`src/rtl/sspick_pkg.sv`:
```
// shared types and constants for the screen-space point pick
package sspick_pkg;

  localparam int CoordW = 32;
  localparam int TagW   = 16;
  localparam int DistW  = 20;
  localparam int RowW   = 64;
  localparam int DotW   = 52;
  localparam int WEps   = 1677;
  localparam int DepthEps = 7;
  localparam logic [DistW-1:0] DistMax = 20'hFFFFF;

  // configuration register indexes
  localparam logic [2:0] CfgRowX   = 3'd0;
  localparam logic [2:0] CfgRowY   = 3'd1;
  localparam logic [2:0] CfgRowW   = 3'd2;
  localparam logic [2:0] CfgViewZ  = 3'd3;
  localparam logic [2:0] CfgWidth  = 3'd4;
  localparam logic [2:0] CfgHeight = 3'd5;
  localparam logic [2:0] CfgCursor = 3'd6;
  localparam logic [2:0] CfgLimit  = 3'd7;

  // one queued candidate between front and back
  typedef struct packed {
    logic signed [CoordW-1:0] px;
    logic signed [CoordW-1:0] py;
    logic signed [CoordW-1:0] pz;
    logic [TagW-1:0]          tag;
    logic                     last;
  } cand_t;

endpackage

```
`src/rtl/sspick_queue.sv`:
```
// two-entry queue between front end and back end
module sspick_queue
  import sspick_pkg::*;
(
  input  logic  clk,
  input  logic  rst_n,
  input  logic  wr_en,
  input  cand_t wr_data,
  output logic  full,
  input  logic  rd_en,
  output logic  empty,
  output cand_t rd_data
);

  cand_t      mem_r [2];
  logic       wp_r, rp_r;
  logic [1:0] cnt_r;

  assign full    = (cnt_r == 2'd2);
  assign empty   = (cnt_r == 2'd0);
  assign rd_data = mem_r[rp_r];

  // storage
  always_ff @(posedge clk) begin
    if (wr_en) begin
      mem_r[wp_r] <= wr_data;
    end
  end

  // pointers and fill
  always_ff @(posedge clk) begin
    if (!rst_n) begin
      wp_r  <= 1'b0;
      rp_r  <= 1'b0;
      cnt_r <= 2'd0;
    end else begin
      if (wr_en) wp_r <= ~wp_r;
      if (rd_en) rp_r <= ~rp_r;
      cnt_r <= cnt_r + {1'b0, wr_en} - {1'b0, rd_en};
    end
  end

endmodule

```
`config.mk`:
```
export PLATFORM = sky130hd
export DESIGN_NAME = sspick_queue
export DESIGN_NICKNAME = d
export VERILOG_FILES = /design/src/rtl/sspick_pkg.sv /design/src/rtl/sspick_queue.sv
export SDC_FILE = /design/constraint.sdc
export NUM_CORES = 1
export LEC_CHECK = 0
export BUFFER_PORTS_ARGS = -buffer_cell sky130_fd_sc_hd__buf_2
export CAP_MARGIN = 20
export CORE_MARGIN = 5
export CORE_UTILIZATION = 40
export DETAILED_ROUTE_END_ITERATION = 10
export SLEW_MARGIN = 15
export SYNTH_ARGS = -nofsm -noshare
export SYNTH_HDL_FRONTEND = slang
export SYNTH_SLANG_ARGS = --single-unit
```
`constraint.sdc`:
```
create_clock -name clk -period 6.7 [get_ports clk]
set_input_delay 0.335 -clock clk [delete_from_list [all_inputs] [get_ports clk]]
set_output_delay 0.335 -clock clk [all_outputs]
set_load 0.05 [all_outputs]
```
### After elaboration in Yosys (flattened, before gate mapping)

Memories as Yosys holds them, arrays and structs flattened. A register that Yosys moved wholly into a read port is not among the register bits.
Index checks and enable logic that the tools add are counted.

* mux-type cells: 4
* equal/unequal tests: 1
* $add $sub $neg: 2
* reductions and logical operators: 1
* bitwise logic cells: 2

Operator list (count)
* 2-to-1 mux 1 bit: 4
* adder 2 x 1 -> 2 bit: 1
* equality test 2 bit (second input constant): 1
* logical NOT 2 bit: 1
* inverter 1 bit: 2
* subtractor 2 x 1 -> 2 bit: 1

* memories kept: 1
* bits in registers: 4
* output and inout port bits: 115
* bits in writable memories: 226

Memories
* mem_r: words 2, width 113, rd ports 1, clocked after Yosys merged registers in 1, wr ports 1, RTL line sspick_queue.sv:15 `cand_t mem_r [2];`

### Longest topological paths before layout

Gate-level depths: netlist (run 1).

* depth in word-level cells: 3
* mapped depth: 6

### Least setup slack after synthesis (run 1)

OpenSTA, ideal clock, no wires.

* path kind: register to register
* start: register wp_r
* end: memory mem_r[0][0] (netlist bit), enable pin
* path buffers: 0
* setup time: 0.600 ns
* data arrival time: 5.312 ns
* clock period less this slack: 5.912 ns
* stages on the path, launching flop included: 2
* slack: 0.788 ns
* path through: dfxtp_1 nor2b_1

RTL lines
* start, declared: RTL line sspick_queue.sv:16 `logic wp_r, rp_r;`
* start signal, assigned: RTL line sspick_queue.sv:37 `if (wr_en) wp_r <= ~wp_r;`
* end, declared: RTL line sspick_queue.sv:15

Straight into the memory's write port.

==> results of run 1 <==
==> placed cells by master (no fill, tap or decap) <==
master and count:
sky130_fd_sc_hd__mux2_4 70, sky130_fd_sc_hd__o21a_1 1, sky130_fd_sc_hd__mux2_2 43, sky130_fd_sc_hd__edfxtp_1 226, sky130_fd_sc_hd__xor2_1 1, sky130_fd_sc_hd__nor2_1 1, sky130_fd_sc_hd__ha_1 2, sky130_fd_sc_hd__buf_2 231
sky130_fd_sc_hd__and2_4 1, sky130_fd_sc_hd__clkinv_1 7, sky130_fd_sc_hd__nor2b_1 3, sky130_fd_sc_hd__nor2b_4 1, sky130_fd_sc_hd__and2_1 3, sky130_fd_sc_hd__clkbuf_1 3, sky130_fd_sc_hd__bufinv_16 4, sky130_fd_sc_hd__buf_4 3
sky130_fd_sc_hd__inv_1 2, sky130_fd_sc_hd__xnor3_1 1, sky130_fd_sc_hd__clkinv_2 3, sky130_fd_sc_hd__dlygate4sd3_1 20, sky130_fd_sc_hd__clkbuf_16 25, sky130_fd_sc_hd__dfxtp_1 4, sky130_fd_sc_hd__dfxtp_4 1
==> metrics by stage <==
| step | cells | total power, mW | utilization [%] |
|---|---|---|---|
| after floorplan | 373 | 2.19 | - |
| after global placement | 869 | 2.30 | 47.7 |
| after detailed placement | 869 | 2.31 | 47.7 |
| after CTS | 930 | 3.66 | 52.3 |
| after global routing | 931 | 3.75 | 52.4 |
| final | 931 | 3.61 | 52.4 |
==> state kept, by name (all words and copies together), names as in the netlist, named ones only <==
register	count
cnt_r	2
rp_r	1
mem_r	226
wp_r	1
==> worst reg2reg max path, cell delays in order (launching register included) <==
cell,delay [ns]
sky130_fd_sc_hd__dfxtp_1,0.35
sky130_fd_sc_hd__nor2b_4,0.79
sky130_fd_sc_hd__buf_4,0.92
==> power by group <==
part	leakage [nW]	internal, mW	switching [mW]	total [mW]
registers	2.16	1.67	0.0316	1.70
logic	1.77	0.190	0.389	0.579
clock network	0.391	0.827	0.504	1.33
==> layer usage <==
metal | wire (um) | part of all wire (%) | up-vias | GRT usage [%]
met4 | 328 | 2.0 | 2 | 3.20
met1 | 6680 | 40 | 2062 | 15.7
met2 | 7970 | 48 | 166 | 21.5
met3 | 1500 | 9.1 | 27 | 4.21
met5 | 13 | 0.079 | - | 0
li1 | - | - | 2004 | -
==> path summary, 6_finish.rpt <==
| check | to | slack [ns] | cells after the start |
|---|---|---|---|
| worst max-delay path | rd_data[1] | 3.35 | 3 |
| worst min-delay path | mem_r[1][6] | 0.03 | 1 |
| worst max register to register | mem_r[0][25] | 4.13 | 2 |
| worst min register to register | register | 0.58 | 2 |
==> layout make-up <==
type                    instances  area, sq um
inverters                       2         7.51
repair buffers                254         1380
flip-flops and latches        231         6890
clock buffers                  28          637
well taps                     275          344
fillers                      1762        10100
clock inverters                14          161
multi-input cells             127         1660
==> cell families (layout without fill, tap and decap cells) <==
group / count (synthesis) / in the layout / synth area share [%]
DFF: 231 / 231 / 79.4
muxes: 113 / 113 / 17.7
buffers and inverters: 15 / 298 / 1.53
and+or+nand+nor: 9 / 9 / 0.620
adders and majority gates: 2 / 2 / 0.289
xor gates and xnor gates: 2 / 2 / 0.361
AOI/OAI and AO/OA: 1 / 1 / 0.0866
==> summary.md, run 1 <==
### Synthesis
* 78.3% — area share of the largest cell type after synthesis
* 23.2 sq um — per-instance average area after synthesis
* sky130_fd_sc_hd__edfxtp_1 — Synth Flop Type
* 15 — number of unique standard cell types used by synthesis
* sky130_fd_sc_hd__edfxtp_1 — top cell type by total area after synthesis
* 492 — Synth Net Count
* 373 — instance count of the mapped netlist
* 226 x sky130_fd_sc_hd__edfxtp_1, 70 x sky130_fd_sc_hd__mux2_4, 43 x sky130_fd_sc_hd__mux2_2 — Post-synth top cells
* 226 — number of flops mapped to enable cells by yosys
* 79.4% — portion of the post-synthesis area used by sequential elements
* 0% — fraction of registers with async set/reset
* 231 — FF+latch count, synth
* sky130_fd_sc_hd__edfxtp_1 78%, sky130_fd_sc_hd__mux2_4 12%, sky130_fd_sc_hd__mux2_2 5.6%, sky130_fd_sc_hd__dfxtp_1 1.2%, sky130_fd_sc_hd__buf_6 1.0% — leading cell types by total area after synthesis
* 0 — number of warnings printed during yosys synthesis
* 8670 sq um — mapped cell area
* sky130_fd_sc_hd__edfxtp_1 — most frequent cell after synthesis

### Clock tree
* 0 — CTS-repair resized insts
* sky130_fd_sc_hd__clkbuf_16 — CTS Root Buffer Type
* 0.06 ns — clock transition time at the flip-flop clock pins of the worst setup and hold paths
* 19 — number of hold buffers added after CTS
* yes — TritonCTS clock tree
* 24 — Num CTS Buffers
* 0.50 ns — clock latency on the worst-skew pair
* 1 — Clock H-tree levels
* 0 — setup repair bufs after CTS
* 231 — number of clock sinks seen by CTS
* 3 — Max Root-Sink Buffers

### Hold path
* wr_data[6] — beginning of the worst hold path
* in -> reg — classification of the worst-slack hold path

### STA
* 0 — fin. max-slew vios
* 26.3% — max-slew headroom at the worst pin
* false — unrepaired setup endpoints after global routing
* 3.35 ns — setup slack of the critical path after layout
* 50.0% — final worst path period share
* 0.00465 ns — final clock skew
* 0 ns — total negative slack
* 1.11 ns — measured slew at the worst slew-check pin
* 0 — number of hold violations in the final report
* 0.0273 ns — worst hold slack
* 299 MHz — Peak Freq
* 3.35 ns — Period minus WS final
* 0 — final-report setup violation count

### Placed design
* 231 — Port Buffer Count
* 11000 um — post-DP HPWL
* 0.741 — Routability Congestion
* 10100 sq um — placement-stage cell area
* 3.81 ns — pre-CTS WS

### Floorplanning
* 157 um — Die Width
* 21200 sq um — Placeable Area
* 232 — I/O pin cnt
* 157 um — Die H
* 24700 sq um — Die Footprint
* 53 — Site Rows
* 41.0% — effective utilization at floorplan

### Critical path
* sky130_fd_sc_hd__buf_4 — worst-path cell with the longest stage delay
* wp_r — RR Startpoint
* buf_4 -> mux2_2 -> buf_2 — cell-by-cell listing of the critical path
* 6.36 ns — required time reported for the critical path endpoint
* 2 — critical path buffer and inverter count
* output pin — Worst setup EP type
* register — startpoint type of the worst setup path
* reg -> out — CP Class
* 62 — Max FO, Critical Path
* 3.01 ns — Arr. time, crit path
* buffers and inverters — cell family with the largest share of critical-path delay
* 0.95 ns — Worst path max stage delay

### Layout
* 27.8% — area delta synth->final
* 759 — net total in the final layout
* 58.2% — layout cell share with drive strength beyond 1
* 0 — total inserted antenna cells
* 11100 sq um — final cell area excluding filler cells

### Detailed routing
* 4 — first-pass iteration count of the detailed router
* 0 — remaining design rule violation count
* 17.7 um — average detailed-routed wire length per instance
* 0 — antenna-violating nets left
* 232 — Starting DRT DRC Count
* 4.58 — Via-to-Cell Ratio
* 4261 — via count
* 16500 um — total wirelength of the detailed-routed design

### Global route
* 81 — largest net degree at the start of global routing
* 12.7% — GRT Overall Usage
* 0 — total congestion overflow
* 24800 um — first-pass GRT wire length
* 4708 — vias in the first global route
* 1 — number of antenna violations at the first check in global routing

### Job
* 0 — maxcap violations

### Pwr
* 0.188 mV — Max rail drop VDD
* 326 nW/um^2 — P per Cell Area
* 4.32 nW — cell leakage power

### Run status
* complete, no violations — outcome

Power figures use the tool's default switching activity.
==> inputs of run 2 (changes only) <==
Clock period 6.7 ns to 3.16 ns, I/O delays scaled along.
==> run 2 against run 1 <==
Die area is the same. Register-to-register slack worse by 2.6 ns. Non-clock buffer count up 98. Critical endpoint is now rd_data[16]. Clock-buffer cell count increased by 1. Critical path type unchanged. Sequential cell count unchanged. Highest routed layer is now met4. Sequential power up 110%. Clock power grew 110%. Design area is 9.0% higher. Sequential share of layout area is 5.1 points lower.
==> summary.md, run 2 (synthesized netlist as in run 1, its figures left out) <==
### Critical path
* 0.70 ns — Worst path max stage delay, -0.25 ns
* output pin — Worst setup EP type
* sky130_fd_sc_hd__dfxtp_4 — worst-path cell with the longest stage delay
* mem_r[1][94] — Worst R2R End
* 1.56 ns — worst reg2reg setup slack, -2.57 ns
* flip-flops — cell family with the largest share of critical-path delay
* register — startpoint type of the worst setup path
* 2 — R2R depth, unchanged
* 2 — critical path buffer and inverter count, unchanged
* 2.21 ns — Arr. time, crit path, -0.80 ns
* 47 — Max FO, Critical Path, -24%
* 3.00 ns — required time reported for the critical path endpoint, -3.36 ns
* wp_r — RR Startpoint
* reg -> out — CP Class
* buf_12 -> mux2_2 -> buf_2 — cell-by-cell listing of the critical path

### Floorplanning
* 157 um — Die H, unchanged
* 21200 sq um — Placeable Area, unchanged
* 41.0% — effective utilization at floorplan, unchanged
* 24700 sq um — Die Footprint, unchanged
* 157 um — Die Width, unchanged
* 53 — Site Rows, unchanged
* 232 — I/O pin cnt, unchanged

### Global route
* 13.9% — GRT Overall Usage, +1.2 points
* 5235 — vias in the first global route, +11%
* 27300 um — first-pass GRT wire length, +10%
* 0 — total congestion overflow, unchanged
* 1 — number of antenna violations at the first check in global routing, unchanged
* 62 — largest net degree at the start of global routing, -23%

### STA
* false — unrepaired setup endpoints after global routing
* 2.37 ns — Period minus WS final
* 44.2% — max-slew headroom at the worst pin, +18 points
* 0.0389 ns — worst hold slack, +0.0116 ns
* 0 — final-report setup violation count, unchanged
* 75.0% — final worst path period share
* 0 — fin. max-slew vios, unchanged
* 0 — number of hold violations in the final report, unchanged
* 0 ns — total negative slack, unchanged
* 0.0117 ns — final clock skew, +0.00700 ns
* 0.837 ns — measured slew at the worst slew-check pin, -0.268 ns
* 422 MHz — Peak Freq

### Placed design
* 231 — Port Buffer Count, unchanged
* 0.756 — Routability Congestion, +2.1%
* 11400 um — post-DP HPWL, +3.5%

### Hold path
* 3 — worst hold stages, +2
* in -> reg — classification of the worst-slack hold path
* wr_en — beginning of the worst hold path
* wp_r — terminating pin of the worst hold path

### Clock tree
* 0.06 ns — clock transition time at the flip-flop clock pins of the worst setup and hold paths, about the same
* 231 — number of clock sinks seen by CTS, unchanged
* yes — TritonCTS clock tree
* 3 — Max Root-Sink Buffers, unchanged
* 1 — Clock H-tree levels, unchanged
* 0.51 ns — clock latency on the worst-skew pair, about the same
* 0 — setup repair bufs after CTS, unchanged
* sky130_fd_sc_hd__clkbuf_16 — CTS Root Buffer Type
* 25 — Num CTS Buffers, +4.2%

### Detailed routing
* 0 — remaining design rule violation count, unchanged
* 4762 — via count, +12%
* 17.3 um — average detailed-routed wire length per instance, -2.4%
* 17800 um — total wirelength of the detailed-routed design, +8.2%
* 0 — antenna-violating nets left, unchanged
* 4.61 — Via-to-Cell Ratio, +0.82%
* 256 — Starting DRT DRC Count, +10%
* 4 — first-pass iteration count of the detailed router, unchanged

### Layout
* 39.2% — area delta synth->final
* 858 — net total in the final layout, +13%
* 51.1% — layout cell share with drive strength beyond 1, -7.2 points
* 231 x sky130_fd_sc_hd__buf_2, 226 x sky130_fd_sc_hd__edfxtp_1, 115 x sky130_fd_sc_hd__dlygate4sd3_1 — commonest non-fill, non-tap cells in the layout
* sky130_fd_sc_hd__buf_2 — most common cell after layout, fill and taps aside
* 57.1% — core utilization of the finished layout, +4.7 points
* mem_r — largest register by flop count
* 226 — number of flip-flops under the largest register name, unchanged
* mem_r (226), cnt_r (2) — largest registers ranked by flip-flop count

### Pwr
* 641 nW/um^2 — P per Cell Area, +97%
* 7.74 mW — total design power, +110%
* 4.73 nW — cell leakage power, +9.6%
* 0.420 mV — Max rail drop VDD, +120%

### Run status
* complete, no violations — outcome

### Job
* 0 — maxcap violations, unchanged

run 2: changes by cell type in the layout (fill, tap and decap cells not counted):
cell,change
sky130_fd_sc_hd__inv_6,+1
sky130_fd_sc_hd__buf_12,+2
sky130_fd_sc_hd__diode_2,+1
sky130_fd_sc_hd__bufinv_16,-1
sky130_fd_sc_hd__dlygate4sd3_1,+95
sky130_fd_sc_hd__clkinv_4,+1
sky130_fd_sc_hd__buf_4,+1
sky130_fd_sc_hd__clkbuf_1,+1
run 2: worst register-to-register path, stage by stage (launching register included):
cell	delay [ns]
sky130_fd_sc_hd__dfxtp_1	0.38
sky130_fd_sc_hd__and2_4	0.16
sky130_fd_sc_hd__buf_4	0.62
run 2: worst max path at each step:
| stage | start | end | cells past startpoint |
|---|---|---|---|
| floorplan | wp_r | mem_r[0][0] | 1 |
| global placement | register | rd_data[16] | 3 |
| detailed placement | register | rd_data[3] | 3 |
| CTS | register | rd_data[3] | 3 |
| global route | register | rd_data[15] | 3 |
| finish | register | rd_data[16] | 3 |
run 2: area by class of cell:
type	instances	area (sq um)
multi-input cells	127	1660
flip-flops and latches	231	6890
diodes	1	2.50
inverters	2	7.51
fillers	1639	9080
well taps	275	344
repair buffers	352	2380
clock buffers	29	641
clock inverters	15	149
run 2: metrics by stage:
step	instances	instance area [sq um]	setup slack, ns
finish	1032	12100	0.790
CTS	1031	12100	0.744
global route	1032	12100	0.675
global placement	872	10100	1.31
detailed placement	872	10100	1.28
floorplan	373	8680	0.724
run 2: layer usage:
layer / vias up / track usage [%] / part of all wire (%)
li1: 2217 / - / -
met1: 2327 / 17.1 / 41
met2: 191 / 24.0 / 49
met3: 27 / 4.04 / 8.5
met4: 0 / 3.48 / 1.8
met5: - / 0 / 0
run 2: repair_timing:
item                                   4_1_cts  5_1_grt
hold buffers                               115        0
gates resized for setup                      0        0
endpoints found under the hold margin      231        0
run 2: where the power goes:
group | leakage [nW] | internal [mW] | switching, mW | total, mW
Combinational | 2.18 | 0.484 | 0.859 | 1.34
Clock | 0.387 | 1.69 | 1.10 | 2.79
Sequential | 2.16 | 3.55 | 0.0605 | 3.61
==> inputs of run 3 (changes only) <==
Settings changed: ABC_AREA from default to 1, PLACE_DENSITY from default to 0.66.
Clock period 3.16 ns to 2.1 ns, I/O delays scaled along.
==> run 3 against run 2 <==
Register-to-register slack lost 1.2 ns. Hold slack gained 0.28 ns. Clock power grew 46%. Clock skew shrank 0.0059 ns. Utilization grew 0.34 points. Sequential power grew 50%. Global-route usage is essentially flat. First-iteration DRC count shrank 12%. Largest power group unchanged.
==> summary.md, run 3 <==
### Critical path
* 39 — Max FO, Critical Path, -17%
* 1.95 ns — Arr. time, crit path, -0.26 ns
* 7 — R2R depth, +5
* 0.38 ns — worst reg2reg setup slack, -1.18 ns
* cnt_r[0] — Worst R2R End
* 2.00 ns — required time reported for the critical path endpoint, -1.00 ns
* reg -> out — CP Class
* output pin — Worst setup EP type
* rd_data[1] — end point of the critical path
* register — startpoint type of the worst setup path
* cnt_r[0] — RR Startpoint

### Synthesis
* sky130_fd_sc_hd__edfxtp_1 — top cell type by total area after synthesis
* sky130_fd_sc_hd__edfxtp_1 78%, sky130_fd_sc_hd__mux2_4 12%, sky130_fd_sc_hd__mux2_2 5.6%, sky130_fd_sc_hd__dfxtp_1 1.2%, sky130_fd_sc_hd__buf_6 1.0% — leading cell types by total area after synthesis
* 504 — Synth Net Count, +2.4%
* 8670 sq um — mapped cell area, unchanged
* 13 — number of unique standard cell types used by synthesis, -2
* 79.4% — portion of the post-synthesis area used by sequential elements, unchanged
* 0% — fraction of registers with async set/reset, unchanged
* 0 — number of warnings printed during yosys synthesis, unchanged
* 231 — FF+latch count, synth, unchanged
* 22.5 sq um — per-instance average area after synthesis, -3.1%
* sky130_fd_sc_hd__edfxtp_1 — Synth Flop Type
* 226 — number of flops mapped to enable cells by yosys, unchanged
* 226 x sky130_fd_sc_hd__edfxtp_1, 70 x sky130_fd_sc_hd__mux2_4, 43 x sky130_fd_sc_hd__mux2_2 — Post-synth top cells
* 78.3% — area share of the largest cell type after synthesis, unchanged
* 385 — instance count of the mapped netlist, +3.2%
* sky130_fd_sc_hd__edfxtp_1 — most frequent cell after synthesis

### Clock tree
* 1 — Clock H-tree levels, unchanged
* sky130_fd_sc_hd__clkbuf_16 — CTS Root Buffer Type
* 0 — setup repair bufs after CTS, unchanged
* 24 — Num CTS Buffers, -4.0%
* yes — TritonCTS clock tree
* 231 — number of clock sinks seen by CTS, unchanged
* 3 — Max Root-Sink Buffers, unchanged
* 0.50 ns — clock latency on the worst-skew pair, about the same
* 0.06 ns — clock transition time at the flip-flop clock pins of the worst setup and hold paths, about the same

### Floorplanning
* 21200 sq um — Placeable Area, unchanged
* 157 um — Die H, unchanged
* 24700 sq um — Die Footprint, unchanged
* 41.0% — effective utilization at floorplan, unchanged
* 232 — I/O pin cnt, unchanged
* 53 — Site Rows, unchanged
* 157 um — Die Width, unchanged

### Pwr
* 933 nW/um^2 — P per Cell Area, +46%
* 4.78 nW — cell leakage power, +0.97%
* 0.702 mV — Max rail drop VDD, +67%
* 11.3 mW — total design power, +46%

### Global route
* 13.8% — GRT Overall Usage, -0.044 points
* 0 — number of antenna violations at the first check in global routing, -1
* 27100 um — first-pass GRT wire length, -0.63%
* 74 — largest net degree at the start of global routing, +19%
* 5246 — vias in the first global route, +0.21%
* 0 — total congestion overflow, unchanged

### Layout
* 12100 sq um — final cell area excluding filler cells, +0.59%
* 50.7% — layout cell share with drive strength beyond 1, -0.34 points
* mem_r (226), cnt_r (2) — largest registers ranked by flip-flop count
* 872 — net total in the final layout, +1.6%
* 226 — number of flip-flops under the largest register name, unchanged
* 1044 — number of standard cells in the layout, taps in and fillers out, +1.2%
* mem_r — largest register by flop count
* 1600 — filler instances, -2.4%
* 0 — total inserted antenna cells, -1
* 40.1% — area delta synth->final
* sky130_fd_sc_hd__edfxtp_1 — most common cell after layout, fill and taps aside
* 226 x sky130_fd_sc_hd__edfxtp_1, 220 x sky130_fd_sc_hd__buf_2, 117 x sky130_fd_sc_hd__dlygate4sd3_1 — commonest non-fill, non-tap cells in the layout

### Placed design
* 0.742 — Routability Congestion, -1.9%
* 11200 um — post-DP HPWL, -1.8%
* 885 — Placed Instances, +1.5%
* 231 — Port Buffer Count, unchanged
* 10200 sq um — placement-stage cell area, +0.37%

### STA
* true — unrepaired setup endpoints after global routing
* 0.319 ns — worst hold slack, +0.280 ns
* 0 — final-report setup violation count, unchanged
* 2.05 ns — Period minus WS final
* 97.8% — final worst path period share
* 0 — fin. max-slew vios, unchanged
* 0.561 ns — measured slew at the worst slew-check pin, -0.277 ns
* 0 ns — total negative slack, unchanged
* 0.00577 ns — final clock skew, -0.00588 ns
* 487 MHz — Peak Freq
* 62.6% — max-slew headroom at the worst pin, +18 points
* 0 — number of hold violations in the final report, unchanged

### Detailed routing
* 4 — first-pass iteration count of the detailed router, unchanged
* 0 — antenna-violating nets left, unchanged
* 0 — remaining design rule violation count, unchanged
* 18000 um — total wirelength of the detailed-routed design, +0.70%
* 225 — Starting DRT DRC Count, -12%
* 4.59 — Via-to-Cell Ratio, -0.51%
* 4793 — via count, +0.65%
* 17.2 um — average detailed-routed wire length per instance, -0.46%

### Run status
* complete, no violations — outcome

### Job
* 0 — maxcap violations, unchanged

### Hold path
* in -> reg — classification of the worst-slack hold path

run 3: critical path, cell delays in order, from the launching register on:
cell and delay (ns):
sky130_fd_sc_hd__dfxtp_4 0.50, sky130_fd_sc_hd__buf_12 0.32, sky130_fd_sc_hd__mux2_2 0.38, sky130_fd_sc_hd__buf_2 0.21
run 3: power by group:
part	total, mW	internal, mW	switching (mW)	leakage [nW]
Combinational	1.85	0.670	1.18	2.24
Sequential	5.41	5.34	0.0716	2.16
Clock	4.07	2.46	1.61	0.380
run 3: logic make-up after synthesis:
family          count (synthesis)  share of synthesized area, %
compound gates                  1                        0.0577
fa+ha+maj                       2                         0.289
buf+inv                        20                          1.75
flops                         231                          79.4
mux                           113                          17.7
simple gates                   18                         0.793
run 3: area by class of cell:
cell class / count / area, sq um / area share (%)
Inverter: 7 / 30.0 / 0.247
Sequential cell: 231 / 6890 / 56.7
Clock inverter: 14 / 151 / 1.25
Multi-Input combinational cell: 134 / 1640 / 13.5
Clock buffer: 28 / 616 / 5.07
Timing Repair Buffer: 355 / 2470 / 20.3
Tap cell: 275 / 344 / 2.83
run 3: how the worst min path moves through the flow:
stage                 startpoint       endpoint  slack [ns]  cells after the start
finish              wr_data[106]  mem_r[1][106]        0.32                      2
global route         wr_data[83]   mem_r[1][83]        0.31                      2
CTS                  wr_data[54]   mem_r[0][54]        0.28                      2
detailed placement   wr_data[27]   mem_r[1][27]        0.30                      1
global placement     wr_data[40]   mem_r[0][40]        0.29                      1
floorplan                  rst_n       cnt_r[0]        0.20                      2
run 3: metrics by stage:
stage                     worst slack [ns]  util [%]
after CTS                         -0.00526      57.4
final                               0.0471      57.4
after detailed placement             0.543      48.1
after global routing               -0.0317      57.4
after global placement               0.556      48.1
after floorplan                     -0.359         -
run 3: what timing repair did:
item                                   4_1_cts  5_1_grt
setup endpoints to repair                   21       21
endpoints found under the hold margin      231        0
hold buffers                               117        0
resized for setup                           12        2
run 3: routing by layer:
metal | global-route usage (%) | routed length [um] | vias to the layer above
li1 | - | - | 2253
met1 | 17.0 | 7180 | 2326
met2 | 24.1 | 8930 | 188
met3 | 4.04 | 1470 | 26
met4 | 3.32 | 378 | 0
met5 | 0 | 0 | -
